**src/image_size_fit_and_crop_defines.svh**
```systemverilog
// assertion macros shared by the image size fit and crop block
// each macro expects clk and arst_n in scope
`ifndef IMAGE_SIZE_FIT_AND_CROP_DEFINES_SVH
`define IMAGE_SIZE_FIT_AND_CROP_DEFINES_SVH

// same-cycle implication
`define ISFC_ASSERT_NOW(lbl, ante, cons, msg) \
	lbl: assert property (@(posedge clk) disable iff (!arst_n) (ante) |-> (cons)) \
		else $error(msg);

// next-cycle implication
`define ISFC_ASSERT_NEXT(lbl, ante, cons, msg) \
	lbl: assert property (@(posedge clk) disable iff (!arst_n) (ante) |=> (cons)) \
		else $error(msg);

`endif

```
**src/isfc_rdiv_pipe.sv**
```systemverilog
// restoring divider, one quotient bit per stage, tag rides along
module isfc_rdiv_pipe #(
	parameter int NUM_W = 34,
	parameter int DEN_W = 17,
	parameter int TAG_W = 1
) (
	input  logic             clk,
	input  logic             arst_n,
	input  logic             en,
	input  logic             in_valid,
	input  logic [NUM_W-1:0] num,
	input  logic [DEN_W-1:0] den,
	input  logic [TAG_W-1:0] tag_in,
	output logic             out_valid,
	output logic [NUM_W-1:0] quo,
	output logic [TAG_W-1:0] tag_out
);

	logic             v_s   [NUM_W];
	logic [DEN_W-1:0] rem_s [NUM_W];
	logic [DEN_W-1:0] den_s [NUM_W];
	logic [NUM_W-1:0] num_s [NUM_W];
	logic [NUM_W-1:0] quo_s [NUM_W];
	logic [TAG_W-1:0] tag_s [NUM_W];

	for (genvar i = 0; i < NUM_W; i++) begin : g_stage
		logic             prev_v;
		logic [DEN_W-1:0] prev_rem;
		logic [DEN_W-1:0] prev_den;
		logic [NUM_W-1:0] prev_num;
		logic [NUM_W-1:0] prev_quo;
		logic [TAG_W-1:0] prev_tag;
		logic [DEN_W:0]   trial;
		logic [DEN_W:0]   diff;
		logic             ge;

		if (i == 0) begin : g_first
			assign prev_v   = in_valid;
			assign prev_rem = '0;
			assign prev_den = den;
			assign prev_num = num;
			assign prev_quo = '0;
			assign prev_tag = tag_in;
		end else begin : g_next
			assign prev_v   = v_s[i-1];
			assign prev_rem = rem_s[i-1];
			assign prev_den = den_s[i-1];
			assign prev_num = num_s[i-1];
			assign prev_quo = quo_s[i-1];
			assign prev_tag = tag_s[i-1];
		end

		assign trial = {prev_rem, prev_num[NUM_W-1]};
		assign diff  = trial - {1'b0, prev_den};
		assign ge    = trial >= {1'b0, prev_den};

		always_ff @(posedge clk or negedge arst_n) begin
			if (!arst_n) begin
				v_s[i] <= 1'b0;
			end else if (en) begin
				v_s[i] <= prev_v;
			end
		end

		always_ff @(posedge clk) begin
			if (en) begin
				rem_s[i] <= ge ? diff[DEN_W-1:0] : trial[DEN_W-1:0];
				den_s[i] <= prev_den;
				num_s[i] <= {prev_num[NUM_W-2:0], 1'b0};
				quo_s[i] <= {prev_quo[NUM_W-2:0], ge};
				tag_s[i] <= prev_tag;
			end
		end
	end

	// zero divisor gives zero
	assign out_valid = v_s[NUM_W-1];
	assign quo       = (den_s[NUM_W-1] == '0) ? '0 : quo_s[NUM_W-1];
	assign tag_out   = tag_s[NUM_W-1];

endmodule

```
**config.mk**
```make
export PLATFORM = sky130hd
export DESIGN_NAME = isfc_rdiv_pipe
export DESIGN_NICKNAME = d
export VERILOG_FILES = /design/src/image_size_fit_and_crop_defines.svh /design/src/isfc_rdiv_pipe.sv
export SDC_FILE = /design/constraint.sdc
export NUM_CORES = 2
export LEC_CHECK = 0
export BUFFER_PORTS_ARGS = -buffer_cell sky130_fd_sc_hd__clkbuf_2
export CORE_ASPECT_RATIO = 1.25
export CORE_UTILIZATION = 50
export DETAILED_ROUTE_END_ITERATION = 8
export HOLD_SLACK_MARGIN = 0.15
export PLACE_DENSITY = 0.73
export SYNTH_ARGS = -nofsm -noshare
export SYNTH_HDL_FRONTEND = slang
export SYNTH_SLANG_ARGS = --single-unit
```
**constraint.sdc**
```tcl
create_clock -name clk -period 4.25 [get_ports clk]
set_input_delay 0.85 -clock clk [delete_from_list [all_inputs] [get_ports clk]]
set_output_delay 0.85 -clock clk [all_outputs]
set_load 0.01 [all_outputs]
```
* Word level (Yosys, flattened, before mapping)
Memories as Yosys holds them, arrays and structs flattened. Cells that the tools add are included.
Cells by class: magnitude comparators 34, bitwise gates (word level) 0, shift operators 0, add/subtract/negate cells 34, eq/ne operators 0, multiply operators 0, reduce and logical (&&, ||, !) cells 1, divide/modulo/power cells 0, mux-type cells 37
Operator list (number):
- greater-or-equal comparator 18 x 17 -> 1 bit | 33
- two-way mux 17 bit | 34
- subtractor 17 bit | 33
- two-way mux 34 bit | 1
- greater-or-equal comparator 1 x 17 -> 1 bit | 1
- zero test 17 bit | 1
- subtractor 1 x 17 -> 17 bit | 1
- two-way mux 1 bit | 2
Storage, ports and cells: output and inout bits 36, RAM bits 3468, logic and storage cells 145, memories kept 5, bits of input ports 56, bits in latches 0, memory bits (read-only) 0, flip-flop bits (word level) 34
Memories:
- quo_s | words 34, bits a word 34, rd ports 34, clocked after memory_dff 0, write ports 34, RTL line isfc_rdiv_pipe.sv:23 | logic [NUM_W-1:0] quo_s [NUM_W];
- num_s | words 34, bits a word 33, rd ports 33, clocked after memory_dff 0, write ports 34, RTL line isfc_rdiv_pipe.sv:22 | logic [NUM_W-1:0] num_s [NUM_W];
- den_s | words 34, bits a word 17, rd ports 34, clocked after memory_dff 0, write ports 34, RTL line isfc_rdiv_pipe.sv:21 | logic [DEN_W-1:0] den_s [NUM_W];
- rem_s | words 34, bits a word 17, rd ports 33, clocked after memory_dff 0, write ports 34, RTL line isfc_rdiv_pipe.sv:20 | logic [DEN_W-1:0] rem_s [NUM_W];
- tag_s | words 34, bits a word 1, rd ports 34, clocked after memory_dff 0, write ports 34, RTL line isfc_rdiv_pipe.sv:24 | logic [TAG_W-1:0] tag_s [NUM_W];

* Longest topological paths before layout
An unclocked memory read counts as a cell.
depth after elaboration 3, gate-level depth with buffers 15, gate-level depth less buffers 13

* Least setup slack after synthesis
OpenSTA, ideal clock, no wires.
kind register to register, start memory num_s[4][32] (netlist bit), end memory rem_s[5][10] (data pin), stages on the path, launching flop included 15, data arrival time 2.857 ns, setup time 0.260 ns, period minus slack after synthesis 3.117 ns, required time 3.990 ns, setup slack 1.133 ns, path buffers 1, path through edfxtp_1 > inv_1 > ha_1 > inv_1 > fa_1 > a21o_1 > a21boi_1 > o21ai_1 > a41oi_2 > o21ai_1 > a211oi_1 > nor2_1 > a21oi_4 > buf_6 > mux2_2
RTL lines (RTL line):
- start: declaration | isfc_rdiv_pipe.sv:22
- end: declaration | isfc_rdiv_pipe.sv:20

==> impl_results.md <==
- Power density over cell area: 702 nW/um2
- Port Buffers: 91
- I/O pin cnt: 92
- Largest stage delay, worst path: 0.49 ns
- DRC Markers: 0
- Initial core utilization: 0.504
- Fillcell total: between 15000 and 20000
- Post-synthesis async set-or-reset flop share: 0.0144
- Die Height: 511 um
- Critical path's most frequent cell: sky130_fd_sc_hd__a21oi_1
- Signal arrival time at the worst endpoint: 4.26 ns
- R2R Path End: rem_s[15][8]
- Reg2reg path depth: 13
- Clk slew on worst S/H paths: 0.06 ns
- Routed via count: 56300
- Cell class contributing the biggest share of worst-path delay: compound AO/OA/AOI/OAI gates
- Remaining global-route overflow: 0
- Core region area: 206000 um2
- Minimum clock period after layout: 3.68 ns
- Final weighted congestion of routability-driven global placement: around 0.94
- Hold Violations, Final: 0
- Count of antenna-violating nets left after detailed routing: 0
- Area enclosed by the die boundary: 209000 um2
- Initial DRC Count: 3618
- Number of enable flip-flop cells after synthesis: 2329
- Final cell count without fillers: 10500
- Distinct cell type count of the synthesized netlist: 91
- DIE WIDTH: between 400 and 500 um
- Crit path depth: 13
- Post-route worst hold slack: 0.227 ns
- Worst-path fanout max: 15
- Headroom to the max-slew limit: 0.221
- Synth Cell Area: 104000 um2
- Area occupied by multi-input gates: 29800 um2
- WP data required: 4.84 ns
- Buffer cell driving the clock tree root: sky130_fd_sc_hd__clkbuf_16
- Number of warning messages in the yosys log: 0
- Cell with the largest stage delay on the worst path: sky130_fd_sc_hd__a22o_1
- Worst Path Buf+Inv: 3
- Top-area cell type share of the netlist area: 0.674
- DRT Wirelength: 182 mm
- Source-to-sink clock delay at the later pin of the worst-skew pair: approximately 0.86 ns
- CP cell instances: inv_1 > ha_1 > inv_1 > fa_1 > a21o_1 > a21oi_1 > a21oi_1 > o21ai_0 > a21oi_1 > o21bai_1 > a22o_1 > buf_4 > mux2_2
- Post-DP HPWL: between 100 and 150 mm
- Tightest Hold Check Type: in -> reg
- Register area share after synthesis: 0.683
- Register area: between 70000 and 80000 um2
- RSZ-0062 raised after global routing: false
- Vias per Instance: between 5 and 6
- Mean post-synth cell area: between 10 and 15 um2
- Depth of the CTS H-tree: 4
- Max-cap violations: 0
- Sinks on Clock Net: roughly 2400
- Wire per inst: between 15 and 20 um
- Signed area change from the synthesized netlist to the final layout: 12.4%
- Final clock period utilization by the worst path: 0.865
- Endpoint type of the worst setup path: flip-flop
- Cell leakage power: 45.1 nW
- Post-synthesis sequential element count: 2363
- Endpoint of the most critical setup path: rem_s[15][8]
- Top cell type by total area after synthesis: sky130_fd_sc_hd__edfxtp_1
- Number of iterations in the first detailed-routing pass: 6
- Final Slew Violations: 0
- CP startpoint kind: flip-flop
- Critical path class: reg -> reg
- Worst min-delay path startpoint: den[10]
- Highest clock frequency the design can meet: 0.272 GHz
- Worst-case register-to-register setup slack: 0.57 ns
- CP Launch Point: num_s[14][32]
- Final core utilization: 0.567
- Predominant post-synthesis flop cell: sky130_fd_sc_hd__edfxtp_1
- Number of antenna violations at the first check in global routing: 1
- Total placed cells including tap cells: 10000
- Setup clock skew after layout: 0.0474 ns
- Main area contributors after synthesis: sky130_fd_sc_hd__edfxtp_1, sky130_fd_sc_hd__ha_1, sky130_fd_sc_hd__mux2_2
- Outcome: finished clean
- Setup TNS: 0 ns
- Global-route wire length before repair: roughly 290 mm
- Clock tree buffer depth: 3
- Layout cells sized above 1: 0.116
- Syn Nets: 7848
- Instance count of the mapped netlist: slightly above 7000
- Slew at the pin closest to its max-slew limit: about 1.2 ns
- Number of buffers created by CTS: 227
- Number of rows created at floorplan: 186
- Via count of the first global-routing pass: 57500
- Final setup violation count: 0
- Launch instance of the worst register-to-register path: num_s[14][32]
- CTS tree: done
- Final #Nets: slightly above 8000
- Overall global routing resource usage: 0.173
- Max VDD drop: 0.000551 V
- Pin count of the biggest net entering global routing: 114
[final cells by class]
type | instances | area share
clock buffer | 262 | 0.0505
clock inverter | 159 | 0.0161
multi-input combinational | 4002 | 0.255
sequential | 2363 | 0.607
tap | 2726 | 0.0293
inverter | 725 | 0.0233
antenna | 1 | 0.0000215
timing repair buffer | 248 | 0.0184
[metal layers]
layer	vias up	routed length (um)	track usage	part of all wire
met5	-	0	0	0
met2	1079	96000	0.317	0.53
met1	27400	73200	0.202	0.40
li1	27400	-	-	-
met4	0	6870	0.0736	0.038
met3	417	6040	0.0241	0.033
[logic make-up (layout without fill, tap and decap cells)]
logic type | after synthesis | after routing | synth area share
buffers and inverters | 832 | 1394 | 0.0313
AOI/OAI and AO/OA | 1488 | 1488 | 0.0898
other | 0 | 1 | 0
DFF | 2363 | 2363 | 0.683
xor gates and xnor gates | 448 | 448 | 0.0378
and+or+nand+nor | 1183 | 1183 | 0.0531
adders and majority gates | 595 | 595 | 0.0741
muxes | 288 | 288 | 0.0313
[registers in the layout (all words and copies together) (netlist names)]
name	flops
g_stage.prev_v	33
rem_s	561
out_valid	1
den_s	578
num_s	561
quo_s	595
tag_s	34
[what timing repair did]
action                                 CTS  global route
gates resized for setup                  0             0
setup buffers                            0             0
hold buffers                            47             0
setup endpoints to repair                0             0
endpoints found under the hold margin   80             0
[report_power, final]
| group | internal [W] | total, W | switching [W] | leakage [nW] |
|---|---|---|---|---|
| Clock | 0.0120 | 0.0207 | 0.00864 | 3.75 |
| Combinational | 0.0122 | 0.0270 | 0.0148 | 18.2 |
| Sequential | 0.0317 | 0.0341 | 0.00238 | 23.2 |
[how the worst min path moves through the flow]
stage | end | slack [ns] | cells past startpoint
2_1_floorplan | num_s[10][10] | 0.40 | 0
3_3_place_gp | quo_s[24][8] | 0.40 | 0
3_5_place_dp | num_s[10][26] | 0.40 | 0
4_1_cts | den_s[0][10] | 0.15 | 1
5_1_grt | den_s[0][10] | 0.18 | 1
6_report | den_s[0][10] | 0.23 | 1
[through the flow]
step | instance area [um2] | worst slack (ns) | power (W)
6_report | 117000 | 0.574 | 0.0818
5_1_grt | 117000 | 0.244 | 0.0867
4_1_cts | 117000 | 0.297 | 0.0824
3_5_place_dp | 108000 | 0.609 | 0.0612
3_3_place_gp | 108000 | 0.576 | 0.0604
2_1_floorplan | 104000 | 1.13 | 0.0544
[cells in the final DEF (no fill, tap or decap), drive strengths merged, types with 41 or more instances in the layout]
master and count:
nor3 83, nand4 76, a31oi 45, a21oi 484, xor2 179, mux2 270
nand3 58, edfxtp 2329, ha 563, clkinv 93, nand2b 48, o21bai 99
o21a 41, clkbuf 352, xnor2 269, o21ai 385, a21o 207, nor2 300
nand2 406, dlygate4sd3 47, nor2b 84, inv 737, buf 111
[synth_stat cells (11+ instances only)]
library cell / number
sky130_fd_sc_hd__nor3_1: 83
sky130_fd_sc_hd__o21a_1: 38
sky130_fd_sc_hd__mux2_2: 258
sky130_fd_sc_hd__o31ai_1: 25
sky130_fd_sc_hd__a2111oi_0: 11
sky130_fd_sc_hd__or3_1: 22
sky130_fd_sc_hd__fa_1: 32
sky130_fd_sc_hd__a21o_1: 207
sky130_fd_sc_hd__or2_2: 28
sky130_fd_sc_hd__a31oi_1: 45
sky130_fd_sc_hd__ha_1: 563
sky130_fd_sc_hd__inv_1: 722
sky130_fd_sc_hd__buf_2: 20
sky130_fd_sc_hd__nor4_1: 15
sky130_fd_sc_hd__a211o_1: 17
sky130_fd_sc_hd__nand4_1: 76
sky130_fd_sc_hd__xnor2_1: 269
sky130_fd_sc_hd__o211ai_1: 20
sky130_fd_sc_hd__nand2_1: 404
sky130_fd_sc_hd__o21ai_0: 368
sky130_fd_sc_hd__dfrtp_1: 34
sky130_fd_sc_hd__o21ai_1: 15
sky130_fd_sc_hd__nand3b_1: 11
sky130_fd_sc_hd__nand3_1: 58
sky130_fd_sc_hd__mux2i_1: 18
sky130_fd_sc_hd__nand2b_1: 48
sky130_fd_sc_hd__and3_1: 25
sky130_fd_sc_hd__clkbuf_1: 68
sky130_fd_sc_hd__nor2b_1: 84
sky130_fd_sc_hd__nor2_1: 300
sky130_fd_sc_hd__xor2_1: 179
sky130_fd_sc_hd__edfxtp_1: 2329
sky130_fd_sc_hd__a211oi_1: 35
sky130_fd_sc_hd__a21oi_1: 473
sky130_fd_sc_hd__o21bai_1: 99
No activity file was read; power rests on OpenSTA's default activity.
